File: config.mk
export PLATFORM = sky130hd
export DESIGN_NAME = lru_frame_replacer_unit
export DESIGN_NICKNAME = d
export VERILOG_FILES = /design/src/design/lrufr_pkg.sv /design/src/design/lrufr_cell.sv /design/src/design/lrufr_pos_enc.sv /design/src/design/lru_frame_replacer_unit.sv
export VERILOG_INCLUDE_DIRS = /design/src /design/src/design
export SDC_FILE = /design/constraint.sdc
export NUM_CORES = 1
export LEC_CHECK = 0
export ABC_CLOCK_PERIOD_IN_PS = 11200
export BUFFER_PORTS_ARGS = -buffer_cell sky130_fd_sc_hd__buf_2
export CORE_MARGIN = 3
export CORE_UTILIZATION = 45
export DETAILED_ROUTE_END_ITERATION = 6
export PLACE_DENSITY = 0.58
export SETUP_SLACK_MARGIN = 0.05
export SLEW_MARGIN = 30
export SYNTH_ARGS = -nofsm -noshare
export SYNTH_HDL_FRONTEND = slang
export SYNTH_SLANG_ARGS = --single-unit
File: constraint.sdc
create_clock -name clk -period 11.2 [get_ports clk]
set_input_delay 2.24 -clock clk [delete_from_list [all_inputs] [get_ports clk]]
set_output_delay 2.24 -clock clk [all_outputs]
set_load 0.005 [all_outputs]
File: src/design/lru_frame_replacer_unit_defines.svh
// ----------------------------------------------------------------------------
// LRU frame replacer assertion macros
// Shared property forms for the replacer checks.
// ----------------------------------------------------------------------------
`ifndef LRU_FRAME_REPLACER_UNIT_DEFINES_SVH
`define LRU_FRAME_REPLACER_UNIT_DEFINES_SVH

// same-cycle implication
`define LRUFR_ASSERT_NOW(label, ante, cons, msg) \
  label: assert property (@(posedge clk) disable iff (!rst_n) (ante) |-> (cons)) \
    else $error(msg);

// next-cycle implication
`define LRUFR_ASSERT_NEXT(label, ante, cons, msg) \
  label: assert property (@(posedge clk) disable iff (!rst_n) (ante) |=> (cons)) \
    else $error(msg);

`endif

File: src/design/lrufr_pkg.sv
// ----------------------------------------------------------------------------
// LRU frame replacer package
// Widths, operation codes and the cell control bundle.
// ----------------------------------------------------------------------------
package lrufr_pkg;

  localparam int FRAME_W            = 6;
  localparam int COUNT_W            = 7;
  localparam int FRAME_IDS          = 64;
  localparam int DEFAULT_MAX_FRAMES = 64;
  localparam logic [COUNT_W-1:0] CAP_RESET = 7'd64;

  typedef enum logic [1:0] {
    OP_VICTIM = 2'd0,
    OP_PIN    = 2'd1,
    OP_UNPIN  = 2'd2,
    OP_NOP    = 2'd3
  } op_t;

  typedef struct packed {
    logic               shift_en;
    logic               write_en;
    logic [FRAME_W-1:0] frame;
  } cell_ctl_t;

endpackage

File: src/design/lrufr_cell.sv
// ----------------------------------------------------------------------------
// LRU frame replacer cell
// One recency slot: closes toward the head on removal, loads on insert.
// ----------------------------------------------------------------------------
module lrufr_cell
  import lrufr_pkg::*;
#(
  parameter int IDX_W    = 6,
  parameter int CELL_IDX = 0
) (
  input  logic               clk,
  input  logic               rst_n,
  input  cell_ctl_t          ctl,
  input  logic [IDX_W-1:0]   shift_pos,
  input  logic [IDX_W-1:0]   wr_pos,
  input  logic               nbr_valid,
  input  logic [FRAME_W-1:0] nbr_frame,
  output logic               valid,
  output logic [FRAME_W-1:0] frame,
  output logic               match
);

  localparam logic [IDX_W-1:0] MY_IDX = IDX_W'(CELL_IDX);

  logic               valid_r, valid_nxt;
  logic [FRAME_W-1:0] frame_r, frame_nxt;
  logic               take_nbr;

  assign take_nbr = ctl.shift_en && (MY_IDX >= shift_pos);

  always_comb begin
    valid_nxt = valid_r;
    frame_nxt = frame_r;
    if (take_nbr) begin
      valid_nxt = nbr_valid;
      frame_nxt = nbr_frame;
    end else if (ctl.write_en && (MY_IDX == wr_pos)) begin
      valid_nxt = 1'b1;
      frame_nxt = ctl.frame;
    end
  end

  always_ff @(posedge clk) begin
    if (!rst_n) begin
      valid_r <= 1'b0;
    end else begin
      valid_r <= valid_nxt;
    end
  end

  always_ff @(posedge clk) begin
    frame_r <= frame_nxt;
  end

  assign valid = valid_r;
  assign frame = frame_r;
  assign match = valid_r && (frame_r == ctl.frame);

endmodule

File: src/design/lrufr_pos_enc.sv
// ----------------------------------------------------------------------------
// LRU frame replacer position encoder
// Turns the one-hot cell match vector into a slot index.
// ----------------------------------------------------------------------------
module lrufr_pos_enc
  import lrufr_pkg::*;
#(
  parameter int MAX_FRAMES = DEFAULT_MAX_FRAMES,
  parameter int IDX_W      = 6
) (
  input  logic [MAX_FRAMES-1:0] match,
  output logic [IDX_W-1:0]      pos
);

  always_comb begin
    pos = '0;
    for (int i = 0; i < MAX_FRAMES; i++) begin
      if (match[i]) begin
        pos = pos | IDX_W'(i);
      end
    end
  end

endmodule

File: src/design/lru_frame_replacer_unit.sv
// ----------------------------------------------------------------------------
// LRU frame replacer unit
// Recency-ordered set of evictable frames held in a chain of slot cells.
// ----------------------------------------------------------------------------
// Takes one operation per clock (busy stays low); the result strobes on
// out_valid exactly one cycle after the transfer and must be taken then,
// since the receiver cannot stall. Every operation, pin included, finishes
// in that one cycle: all cells compare against the frame at once, an
// encoder turns the single hit into a slot index, and every slot at or
// beyond it loads its neighbor in the same clock. The membership map and
// the slot valid bits clear at reset; no clearing pass is needed.
`include "lru_frame_replacer_unit_defines.svh"

module lru_frame_replacer_unit
  import lrufr_pkg::*;
#(
  parameter int MAX_FRAMES = DEFAULT_MAX_FRAMES
) (
  input  logic               clk,
  input  logic               rst_n,
  input  logic               start,
  output logic               busy,
  input  logic [1:0]         in_op,
  input  logic [FRAME_W-1:0] in_frame,
  output logic               out_valid,
  output logic               out_found,
  output logic [FRAME_W-1:0] out_victim_frame,
  output logic [COUNT_W-1:0] out_count,
  input  logic               cfg_wr_en,
  input  logic [COUNT_W-1:0] cfg_wr_data
);

  localparam int IDX_W = $clog2(MAX_FRAMES);

  logic [COUNT_W-1:0]   cap_r;
  logic [COUNT_W-1:0]   count_r, count_nxt;
  logic [FRAME_IDS-1:0] present_r, present_nxt;

  logic                 out_valid_r;
  logic                 out_found_r, out_found_nxt;
  logic [FRAME_W-1:0]   out_victim_r, out_victim_nxt;

  logic                 accept;
  op_t                  op;
  cell_ctl_t            ctl;
  logic [IDX_W-1:0]     shift_pos, wr_pos, hit_pos;

  logic [MAX_FRAMES-1:0] cell_valid;
  logic [FRAME_W-1:0]    cell_frame [MAX_FRAMES];
  logic [MAX_FRAMES-1:0] cell_match;

  assign busy   = 1'b0;
  assign accept = start && !busy;
  assign op     = op_t'(in_op);
  assign wr_pos = IDX_W'(count_r);

  lrufr_pos_enc #(
    .MAX_FRAMES(MAX_FRAMES),
    .IDX_W     (IDX_W)
  ) u_pos_enc (
    .match(cell_match),
    .pos  (hit_pos)
  );

  for (genvar g = 0; g < MAX_FRAMES; g++) begin : g_cell
    logic               nbr_valid;
    logic [FRAME_W-1:0] nbr_frame;
    if (g == MAX_FRAMES - 1) begin : g_tail
      assign nbr_valid = 1'b0;
      assign nbr_frame = '0;
    end else begin : g_body
      assign nbr_valid = cell_valid[g+1];
      assign nbr_frame = cell_frame[g+1];
    end
    lrufr_cell #(
      .IDX_W   (IDX_W),
      .CELL_IDX(g)
    ) u_cell (
      .clk      (clk),
      .rst_n    (rst_n),
      .ctl      (ctl),
      .shift_pos(shift_pos),
      .wr_pos   (wr_pos),
      .nbr_valid(nbr_valid),
      .nbr_frame(nbr_frame),
      .valid    (cell_valid[g]),
      .frame    (cell_frame[g]),
      .match    (cell_match[g])
    );
  end

  always_comb begin
    ctl.shift_en   = 1'b0;
    ctl.write_en   = 1'b0;
    ctl.frame      = in_frame;
    shift_pos      = hit_pos;
    count_nxt      = count_r;
    present_nxt    = present_r;
    out_found_nxt  = 1'b0;
    out_victim_nxt = '0;
    if (accept) begin
      unique case (op)
        OP_VICTIM: begin
          shift_pos = '0;
          if (count_r != '0) begin
            ctl.shift_en                = 1'b1;
            out_found_nxt               = 1'b1;
            out_victim_nxt              = cell_frame[0];
            present_nxt[cell_frame[0]]  = 1'b0;
            count_nxt                   = count_r - COUNT_W'(1);
          end
        end
        OP_PIN: begin
          if (present_r[in_frame]) begin
            ctl.shift_en          = 1'b1;
            present_nxt[in_frame] = 1'b0;
            count_nxt             = count_r - COUNT_W'(1);
          end
        end
        OP_UNPIN: begin
          if (!present_r[in_frame] && (count_r < cap_r) &&
              (int'(count_r) < MAX_FRAMES)) begin
            ctl.write_en          = 1'b1;
            present_nxt[in_frame] = 1'b1;
            count_nxt             = count_r + COUNT_W'(1);
          end
        end
        OP_NOP: begin
        end
        default: begin
        end
      endcase
    end
  end

  always_ff @(posedge clk) begin
    if (!rst_n) begin
      cap_r       <= CAP_RESET;
      count_r     <= '0;
      present_r   <= '0;
      out_valid_r <= 1'b0;
    end else begin
      if (cfg_wr_en) begin
        cap_r <= cfg_wr_data;
      end
      count_r     <= count_nxt;
      present_r   <= present_nxt;
      out_valid_r <= accept;
    end
  end

  always_ff @(posedge clk) begin
    if (accept) begin
      out_found_r  <= out_found_nxt;
      out_victim_r <= out_victim_nxt;
    end
  end

  assign out_valid        = out_valid_r;
  assign out_found        = out_found_r;
  assign out_victim_frame = out_victim_r;
  assign out_count        = count_r;

  `LRUFR_ASSERT_NOW(a_count_tracks_map, 1'b1, int'(count_r) == $countones(present_r), "entry count out of step with membership map")
  `LRUFR_ASSERT_NOW(a_single_hit, 1'b1, $countones(cell_match) <= 1, "frame held in more than one slot")
  `LRUFR_ASSERT_NEXT(a_result_follows, accept, out_valid, "accepted operation gave no result")
  `LRUFR_ASSERT_NOW(a_victim_zero, out_valid && !out_found, out_victim_frame == '0, "victim frame nonzero without a hit")

endmodule
After elaboration in Yosys (flattened, before gate mapping)
Cells that the tools add are included.
{"block": "word_totals", "output_inout_bits": 16, "elab_cells": 1105, "in_bits": 19, "register_bits": 533}
{"block": "op_classes", "n_reduce_logical": 265, "n_bitwise": 6, "add_sub_neg": 2, "eq_ne": 133, "order_cmp": 70, "n_mux": 496}
{"op": "two-way mux 6 bit", "count": 231}
{"op": "two-way mux 64 bit", "count": 10}
{"op": "== test 6 bit", "count": 63}
{"op": "two-way mux 1 bit", "count": 206}
{"op": "logical AND 1 bit", "count": 195}
{"op": "== test 6 bit (first input constant)", "count": 32}
{"op": "greater-or-equal comparator 6 bit (first input constant)", "count": 32}
{"op": "one-hot mux 64 bit (3 select lines)", "count": 1}
{"op": "bitwise AND 64 bit", "count": 2}
{"op": "inverter 64 bit", "count": 2}
{"op": "nonzero test 2 bit", "count": 64}
{"op": "== test 5 x 6 -> 1 bit (first input constant)", "count": 16}
{"op": "greater-or-equal comparator 5 x 6 -> 1 bit (first input constant)", "count": 16}
{"op": "two-way mux 7 bit", "count": 12}
{"op": "two-way mux 5 bit", "count": 16}
{"op": "bitwise OR 64 bit", "count": 1}
{"op": "== test 4 x 6 -> 1 bit (first input constant)", "count": 8}
{"op": "greater-or-equal comparator 4 x 6 -> 1 bit (first input constant)", "count": 8}
{"op": "two-way mux 4 bit", "count": 8}
{"op": "== test 3 x 6 -> 1 bit (first input constant)", "count": 4}
{"op": "greater-or-equal comparator 3 x 6 -> 1 bit (first input constant)", "count": 4}
{"op": "one-hot mux 7 bit (3 select lines)", "count": 1}
{"op": "< comparator 6 x 7 -> 1 bit (second input constant)", "count": 2}
{"op": "demux 1 bit (select 6 bit)", "count": 2}
{"op": "other kinds (25)", "count": 36}

Longest topological paths before layout
Gate-level depths: netlist of run 1.
{"block": "depth", "depth_word": 72, "ltp_mapped": 17, "ltp_nobuf": 11}

Worst setup path after synthesis of run 1
OpenSTA, ideal clock, no wires.
{"block": "synth_path", "kind": "input to register", "startpoint": "in in_frame[1]", "endpoint": "reg g_cell[17].u_cell.frame_r[0], enable pin", "slack_ps": 5588, "setup_ps": 377, "path_stages": 14, "t_required_ps": 10823, "t_arrival_ps": 5235, "n_path_buf": 6, "cell_sequence": "buf_4 > buf_6 > buf_4 > buf_2 > mux2i_1 > o32ai_1 > o31ai_1 > o211ai_1 > nor4_4 > and3_1 > buf_2 > nand3b_1 > clkbuf_1 > o21ai_0"}
{"block": "synth_between", "elab_chain_cells": 71, "word_cells_on_any_way": 212, "classes_between": "order compare: 1; eq/ne: 63; mux: 79; reduce/logical: 69"}
{"item": "start: declaration", "line": "lru_frame_replacer_unit.sv:24", "text": "input logic [FRAME_W-1:0] in_frame,"}
{"item": "== test 6 bit", "line": "lrufr_cell.sv:57", "text": "assign match = valid_r && (frame_r == ctl.frame);"}
{"item": "logical AND 1 bit", "line": "lrufr_cell.sv:57"}
{"item": "two-way mux 1 bit", "line": "lrufr_pos_enc.sv:18", "text": "if (match[i]) begin"}
{"item": "two-way mux 2 bit (2 in series)", "line": "lrufr_pos_enc.sv:18"}
{"item": "two-way mux 3 bit (4 in series)", "line": "lrufr_pos_enc.sv:18"}
{"item": "two-way mux 4 bit (8 in series)", "line": "lrufr_pos_enc.sv:18"}
{"item": "two-way mux 5 bit (16 in series)", "line": "lrufr_pos_enc.sv:18"}
{"item": "two-way mux 6 bit (32 in series)", "line": "lrufr_pos_enc.sv:18"}
{"item": "two-way mux 6 bit", "line": "lru_frame_replacer_unit.sv:102", "text": "unique case (op)"}
{"item": "two-way mux 6 bit (2 in series)", "line": "lru_frame_replacer_unit.sv:101", "text": "if (accept) begin"}
{"item": "greater-or-equal comparator 5 x 6 -> 1 bit", "line": "lrufr_cell.sv:29", "text": "assign take_nbr = ctl.shift_en && (MY_IDX >= shift_pos);"}
{"item": "logical AND 1 bit", "line": "lrufr_cell.sv:29"}
{"item": "nonzero test 2 bit (no line) *"}
{"item": "end signal: assignment", "line": "lrufr_cell.sv:52", "text": "frame_r <= frame_nxt;"}
{"item": "end: declaration", "line": "lrufr_cell.sv:26", "text": "logic [FRAME_W-1:0] frame_r, frame_nxt;"}
Every way passes the cells marked *; elsewhere a longest branch is shown, timed or not. The select of a mux whose other input is x is not followed.
A chain may end at the register's enable or synchronous reset.

Worst setup path in the final report of run 1
{"block": "layout_path", "startpoint": "in in_frame[1]", "endpoint": "reg g_cell[22].u_cell.frame_r[1], data pin"}
{"block": "layout_between", "elab_chain_cells": 71, "word_cells_on_any_way": 205, "classes_between": "order compare: 1; eq/ne: 63; mux: 77; reduce/logical: 64"}
{"item": "== test 6 bit", "line": "lrufr_cell.sv:57"}
{"item": "logical AND 1 bit", "line": "lrufr_cell.sv:57"}
{"item": "two-way mux 1 bit", "line": "lrufr_pos_enc.sv:18"}
{"item": "two-way mux 2 bit (2 in series)", "line": "lrufr_pos_enc.sv:18"}
{"item": "two-way mux 3 bit (4 in series)", "line": "lrufr_pos_enc.sv:18"}
{"item": "two-way mux 4 bit (8 in series)", "line": "lrufr_pos_enc.sv:18"}
{"item": "two-way mux 5 bit (16 in series)", "line": "lrufr_pos_enc.sv:18"}
{"item": "two-way mux 6 bit (32 in series)", "line": "lrufr_pos_enc.sv:18"}
{"item": "two-way mux 6 bit", "line": "lru_frame_replacer_unit.sv:102"}
{"item": "two-way mux 6 bit (2 in series)", "line": "lru_frame_replacer_unit.sv:101"}
{"item": "greater-or-equal comparator 5 x 6 -> 1 bit", "line": "lrufr_cell.sv:29"}
{"item": "logical AND 1 bit", "line": "lrufr_cell.sv:29"}
{"item": "two-way mux 6 bit *", "line": "lrufr_cell.sv:34", "text": "if (take_nbr) begin"}
{"item": "net g_cell[22].u_cell.frame_nxt[1]", "line": "lrufr_cell.sv:26"}
{"item": "end signal: assignment", "line": "lrufr_cell.sv:52"}
{"item": "end: declaration", "line": "lrufr_cell.sv:26"}
The timed path passes the listed nets; every way through them passes the cells marked *. The select of a mux whose other input is x is not followed.

==> run_results.csv, run 1 <==
group,metric,value,unit
clock_tree,numCtsBuffers,61,
route,route.met2.wl,42200,µm
timing,tns,0,ns
route,vias_per_cell,6.07,
yosys,synth_simple_gate_area_share,12.8,%
clock_tree,clockBufferDepth,3,
route,drtIter0Drc,1906,
flow_run,timing.max_cap.violations,0,
worst_hold_path,min_path_type,"reg2reg",
clock_tree,cts.repair.resized,0,
run_status,outcome,"finished clean",
die,rows,94,
route,ant_nets,0,
yosys,synth_compound_area_share,10.2,%
die,io_pins,35,
route,first_pass_iters,6,
clock_tree,cts_tree,"done",
route,num_vias,21600,
die,die_y,265,µm
timing,timing.final.ws_setup,4.15,ns
critical_path,cp.arrival,7.41,ns
timing,rsz0062_at_grt,"false",
timing,max_clock_freq,0.142,GHz
route,wl_met3,6640,µm
die,start_util,45.7,%
clock_tree,cts_setup_buffers,0,
route,drc_errors,0,
power,power_per_cell_area,160,nW/µm²
yosys,ys_types,95,
yosys,synth_adder_area_share,0.521,%
final_layout,layout-drive-gt1-share,24.0,%
placement,place.port_buffers,33,
die,core_area,66200,µm²
global_routing,grt_max_degree,98,
placement,hpwlAfterDp,62400,µm
critical_path,critPathLaunchType,"input pin",
route,routed_wl,93300,µm
yosys,synth_mux_area_share,13.6,%
critical_path,critPathMaxFanout,36,
timing,finalMaxSlewViolations,0,
yosys,synth_top_family_by_area,"multiplexers",
final_layout,synthToLayoutAreaGrowth,9.38,%
clock_tree,clk-insertion-delay-late,0.65,ns
global_routing,grt.total_usage,26.2,%
yosys,synthCells,2687,
placement,dpl_worst_slack,3.62,ns
final_layout,final_common_cell,"edfxtp_1",
yosys,synth-xor-area-share,11.1,%
timing,maxSlewHeadroom,27.3,%
yosys,ys.flop_type,"edfxtp_1",
clock_tree,ctsHtreeMaxLevel,2,
global_routing,grt_pass1_wl,141000,µm
yosys,synth_edf_count,385,
yosys,syn_area_per_cell,11.3,µm²
timing,fin_crit,7.05,ns
route,drt-met1-wl,40600,µm
yosys,synth_warnings,0,
clock_tree,clock-root-buffer,"clkbuf_16",
timing,worstMarginPinSlew,1.08,ns
yosys,syn_nets,2718,
critical_path,cp-end-kind,"register",
die,dieWidth,265,µm
placement,gp_congestion,0.941,
die,dieArea,70400,µm²
global_routing,antenna_found_initial,1,
yosys,yosysSeqAreaShare,48.0,%
power,ir_drop,0.101,mV
timing,clock_skew,0.0390,ns
clock_tree,clock_sinks,533,
yosys,async_flop_share,0,%
route,highest_layer,"met5",
timing,period_share,63.0,%
timing,setup_viol_count_final,0,
critical_path,crit_type,"in2reg",
route,routedWlPerCell,26.2,µm
final_layout,finalNetCount,2672,
clock_tree,hold_buffers,0,
power,p_leak,10.9,nW
clock_tree,clkTransAtPathRegs,0.06,ns
timing,hold_viol_final,0,
final_layout,layout_common_cells,"edfxtp_1, mux2_2, xor2_1",
global_routing,grt_pass1_vias,21600,
global_routing,grt_overflow,0,
critical_path,required,11.56,ns
yosys,ys_ff_latch,533,
yosys,synth_area,30300,µm²
## stage by stage
step	utilization [%]	power, mW	hold WS [ns]	instances	area [µm²]
after detailed placement	46.9	3.28	0.459	3442	31000
after floorplan	-	3.05	0.434	2687	30300
after global routing	50.0	5.49	0.484	3556	33100
after CTS	49.9	5.33	0.468	3556	33100
after global placement	46.7	3.26	0.457	3442	30900
final	50.0	5.31	0.466	3558	33100
## worst paths after layout
check                              from  cells past startpoint  slack, ns                    endpoint
max                         in_frame[1]                     13       4.15  g_cell[22].u_cell.frame[1]
min              g_cell[1].u_cell.valid                      2       0.47      g_cell[1].u_cell.valid
max reg2reg  g_cell[47].u_cell.frame[1]                     11       6.34  g_cell[22].u_cell.frame[1]
min reg2reg      g_cell[1].u_cell.valid                      2       0.47      g_cell[1].u_cell.valid
## cells by family after synthesis
group                      Yosys count
buffers and inverters              215
and+or+nand+nor                    727
xor gates and xnor gates           384
muxes                              365
other                                1
AOI/OAI and AO/OA                  450
DFF                                533
adders and majority gates           12
## Yosys cell counts (8+ instances only)
| master | count | share of area (%) |
|---|---|---|
| ha_1 | 11 | 0.45 |
| o221a_2 | 12 | 0.45 |
| nand4_1 | 72 | 1.5 |
| dfxtp_1 | 148 | 9.8 |
| mux2i_1 | 37 | 1.2 |
| and2_1 | 10 | 0.21 |
| a21oi_2 | 19 | 0.55 |
| nor2_2 | 9 | 0.19 |
| and3_1 | 11 | 0.23 |
| clkbuf_1 | 87 | 1.1 |
| a22oi_1 | 46 | 1.1 |
| buf_4 | 37 | 0.92 |
| buf_2 | 33 | 0.55 |
| a21oi_1 | 128 | 2.1 |
| nor3b_1 | 12 | 0.30 |
| nor3_1 | 98 | 1.6 |
| buf_6 | 19 | 0.71 |
| nand2_1 | 146 | 1.8 |
| o211ai_1 | 8 | 0.20 |
| nor2_1 | 152 | 1.9 |
| o21ai_0 | 112 | 1.9 |
| a21o_1 | 11 | 0.27 |
| edfxtp_1 | 385 | 38 |
| o22ai_1 | 10 | 0.21 |
| a31oi_1 | 13 | 0.27 |
| xnor2_1 | 190 | 5.5 |
| buf_1 | 10 | 0.12 |
| inv_1 | 25 | 0.31 |
| mux2_2 | 321 | 12 |
| nand3_1 | 32 | 0.53 |
| xor2_1 | 194 | 5.6 |
| or2_2 | 34 | 0.70 |
| nor2b_1 | 10 | 0.21 |
| nor4_1 | 85 | 1.8 |
| o21bai_1 | 17 | 0.42 |
## power breakdown
part / internal (mW) / leakage [nW] / switching [mW]
clock: 1.21 / 1.00 / 0.850
sequential: 2.30 / 4.72 / 0.114
combinational: 0.334 / 5.17 / 0.500
total: 3.85 / 10.9 / 1.46
## layer usage
layer  GRT usage (%)  vias to the layer above
met1            36.2                    10700
met4            10.6                        4
met2            41.3                      877
met3            4.24                      217
li1                -                     9826
met5               0                        -
## cell type report
type,instances,area [µm²]
fillers,5886,33100
multi-input cells,1939,14700
flip-flops and latches,533,14500
clock buffers,80,1710
well taps,864,1080
repair buffers,79,614
clock inverters,34,340
inverters,27,104
diodes,2,5.00
## flip-flops by register name, summed over array words and instances (netlist names)
register             cells
g_cell.u_cell.frame    384
present_r               64
g_cell.u_cell.valid     63
cap_r                    7
out_count                7
out_victim_frame         6
out_found                1
out_valid                1
## critical path, cell delays in order
cell and delay [ns]:
buf_6 0.29, buf_4 0.59, xnor2_1 0.16, nand4_1 0.16
nor4_1 0.08, buf_4 0.17, nor4_1 0.61, nand4_1 0.29
o31ai_4 0.60, nand2_4 0.48, a21oi_2 0.71, a21boi_2 0.54
mux2_2 0.40
(Power assumes the default switching activity.)
==> run 2, diff against run 1 <==
--- a/config.mk
+++ b/config.mk
@@ -6,12 +6,12 @@
 export SDC_FILE = /design/constraint.sdc
 export NUM_CORES = 1
 export LEC_CHECK = 0
-export ABC_CLOCK_PERIOD_IN_PS = 11200
+export ABC_CLOCK_PERIOD_IN_PS = 6000
 export BUFFER_PORTS_ARGS = -buffer_cell sky130_fd_sc_hd__buf_2
 export CORE_MARGIN = 3
 export CORE_UTILIZATION = 45
 export DETAILED_ROUTE_END_ITERATION = 6
-export PLACE_DENSITY = 0.58
+export PLACE_DENSITY = 0.6
 export SETUP_SLACK_MARGIN = 0.05
 export SLEW_MARGIN = 30
 export SYNTH_ARGS = -nofsm -noshare
==> constraint.sdc (replaced) <==
create_clock -name clk -period 6 [get_ports clk]
set_input_delay 1.2 -clock clk [delete_from_list [all_inputs] [get_ports clk]]
set_output_delay 1.2 -clock clk [all_outputs]
set_load 0.005 [all_outputs]
==> run_results.csv, run 2 (synthesized netlist as in run 1, its figures left out) <==
group,metric,value,unit
timing,whs,0.482,ns
global_routing,grt_pass1_vias,22100,
final_layout,layout_common_cells,"edfxtp_1, mux2_2, xor2_1",
clock_tree,clk-insertion-delay-late,0.64,ns
timing,finalMaxSlewViolations,0,
timing,hold_viol_final,0,
placement,dpl_worst_slack,0.212,ns
worst_hold_path,whs_path_depth,2,
route,drtIter0Drc,2139,
die,rows,94,
critical_path,reg2reg_to,"g_cell[45].u_cell.frame[0]",
route,ant_nets,0,
clock_tree,ctsHtreeMaxLevel,2,
clock_tree,cts_setup_buffers,0,
final_layout,n_antenna_cell,0,
timing,tns,0,ns
timing,period_share,86.6,%
die,core_area,66200,µm²
route,num_vias,22100,
placement,hpwlAfterDp,65200,µm
route,vias_per_cell,6.03,
timing,rsz0062_at_grt,"false",
route,routed_wl,93700,µm
critical_path,reg2reg_slack,1.69,ns
clock_tree,numCtsBuffers,59,
global_routing,grt.total_usage,26.1,%
power,p_leak,11.5,nW
clock_tree,cts_tree,"done",
die,dieWidth,265,µm
placement,dpl_cell_area,32000,µm²
critical_path,critPathLaunchType,"input pin",
flow_run,timing.max_cap.violations,0,
die,die_y,265,µm
timing,clock_skew,0.0272,ns
timing,setup_viol_count_final,0,
die,dieArea,70400,µm²
run_status,outcome,"finished clean",
clock_tree,clkTransAtPathRegs,0.06,ns
global_routing,grt_pass1_wl,141000,µm
route,first_pass_iters,6,
worst_hold_path,min_path_type,"reg2reg",
critical_path,cp-startpoint,"in_frame[1]",
final_layout,synthToLayoutAreaGrowth,12.4,%
final_layout,largest_register_ffs,384,
critical_path,critPathMaxFanout,73,
timing,fin_crit,5.20,ns
timing,timing.final.ws_setup,0.803,ns
final_layout,postLayoutCellArea,34000,µm²
power,p_total,9.92,mW
power,power_per_cell_area,292,nW/µm²
placement,dp.cells,3554,
critical_path,endpoint,"g_cell[38].u_cell.frame[3]",
clock_tree,clock_sinks,533,
placement,place.port_buffers,33,
global_routing,antenna_found_initial,0,
clock_tree,hold_buffers,0,
placement,gp_congestion,0.953,
clock_tree,clock-root-buffer,"clkbuf_16",
route,drc_errors,0,
critical_path,cp.arrival,5.57,ns
critical_path,cp-end-kind,"register",
timing,maxSlewHeadroom,26.1,%
critical_path,crit_type,"in2reg",
power,ir_drop,0.202,mV
critical_path,required,6.37,ns
final_layout,fin_cells,3665,
clock_tree,cts.repair.resized,0,
die,io_pins,35,
timing,worstMarginPinSlew,1.10,ns
timing,max_clock_freq,0.192,GHz
final_layout,postLayoutCoreUtil,51.4,%
global_routing,grt_max_degree,74,
global_routing,grt_overflow,0,
final_layout,finalNetCount,2782,
critical_path,rr_worst_depth,10,
final_layout,final_common_cell,"edfxtp_1",
clock_tree,clockBufferDepth,3,
critical_path,rr_startpoint,"g_cell[46].u_cell.frame[5]",
die,start_util,45.7,%
final_layout,layout-drive-gt1-share,27.0,%
route,routedWlPerCell,25.6,µm
run 2: how the worst min path moves through the flow:
stage                             from                      end
5_1_grt        g_cell[56].u_cell.valid  g_cell[55].u_cell.valid
4_1_cts         g_cell[1].u_cell.valid   g_cell[1].u_cell.valid
2_1_floorplan   g_cell[1].u_cell.valid   g_cell[1].u_cell.valid
3_3_place_gp    g_cell[1].u_cell.valid   g_cell[1].u_cell.valid
3_5_place_dp    g_cell[1].u_cell.valid   g_cell[1].u_cell.valid
6_report                 present_r[52]            present_r[52]
run 2: power breakdown:
group / switching (mW) / leakage (nW) / internal [mW]
sequential: 0.202 / 4.72 / 4.30
clock: 1.56 / 0.980 / 2.21
combinational: 0.958 / 5.78 / 0.684
run 2: layer usage:
| metal | share of wire, % | track usage (%) |
|---|---|---|
| met2 | 46 | 42.5 |
| met4 | 4.2 | 10.4 |
| met1 | 44 | 35.6 |
| met5 | 0 | 0 |
| met3 | 6.0 | 3.26 |
run 2: area by class of cell:
type                            instances  area, µm²
Inverter                               27        103
Multi-Input combinational cell       1939      14700
Clock buffer                           75       1630
Timing Repair Buffer                  191       1610
Clock inverter                         36        368
Sequential cell                       533      14500
Tap cell                              864       1080
Fill cell                            5797      32200
run 2: critical path: stages:
cell and delay, ns:
buf_6 0.62, buf_4 0.30, xor2_1 0.15, nor4_1 0.13, nor4_1 0.62, nand4_1 0.28, o31ai_4 0.56, nor2_1 0.08
buf_4 0.21, nor3_1 0.51, a21boi_4 0.45, mux2_2 0.39
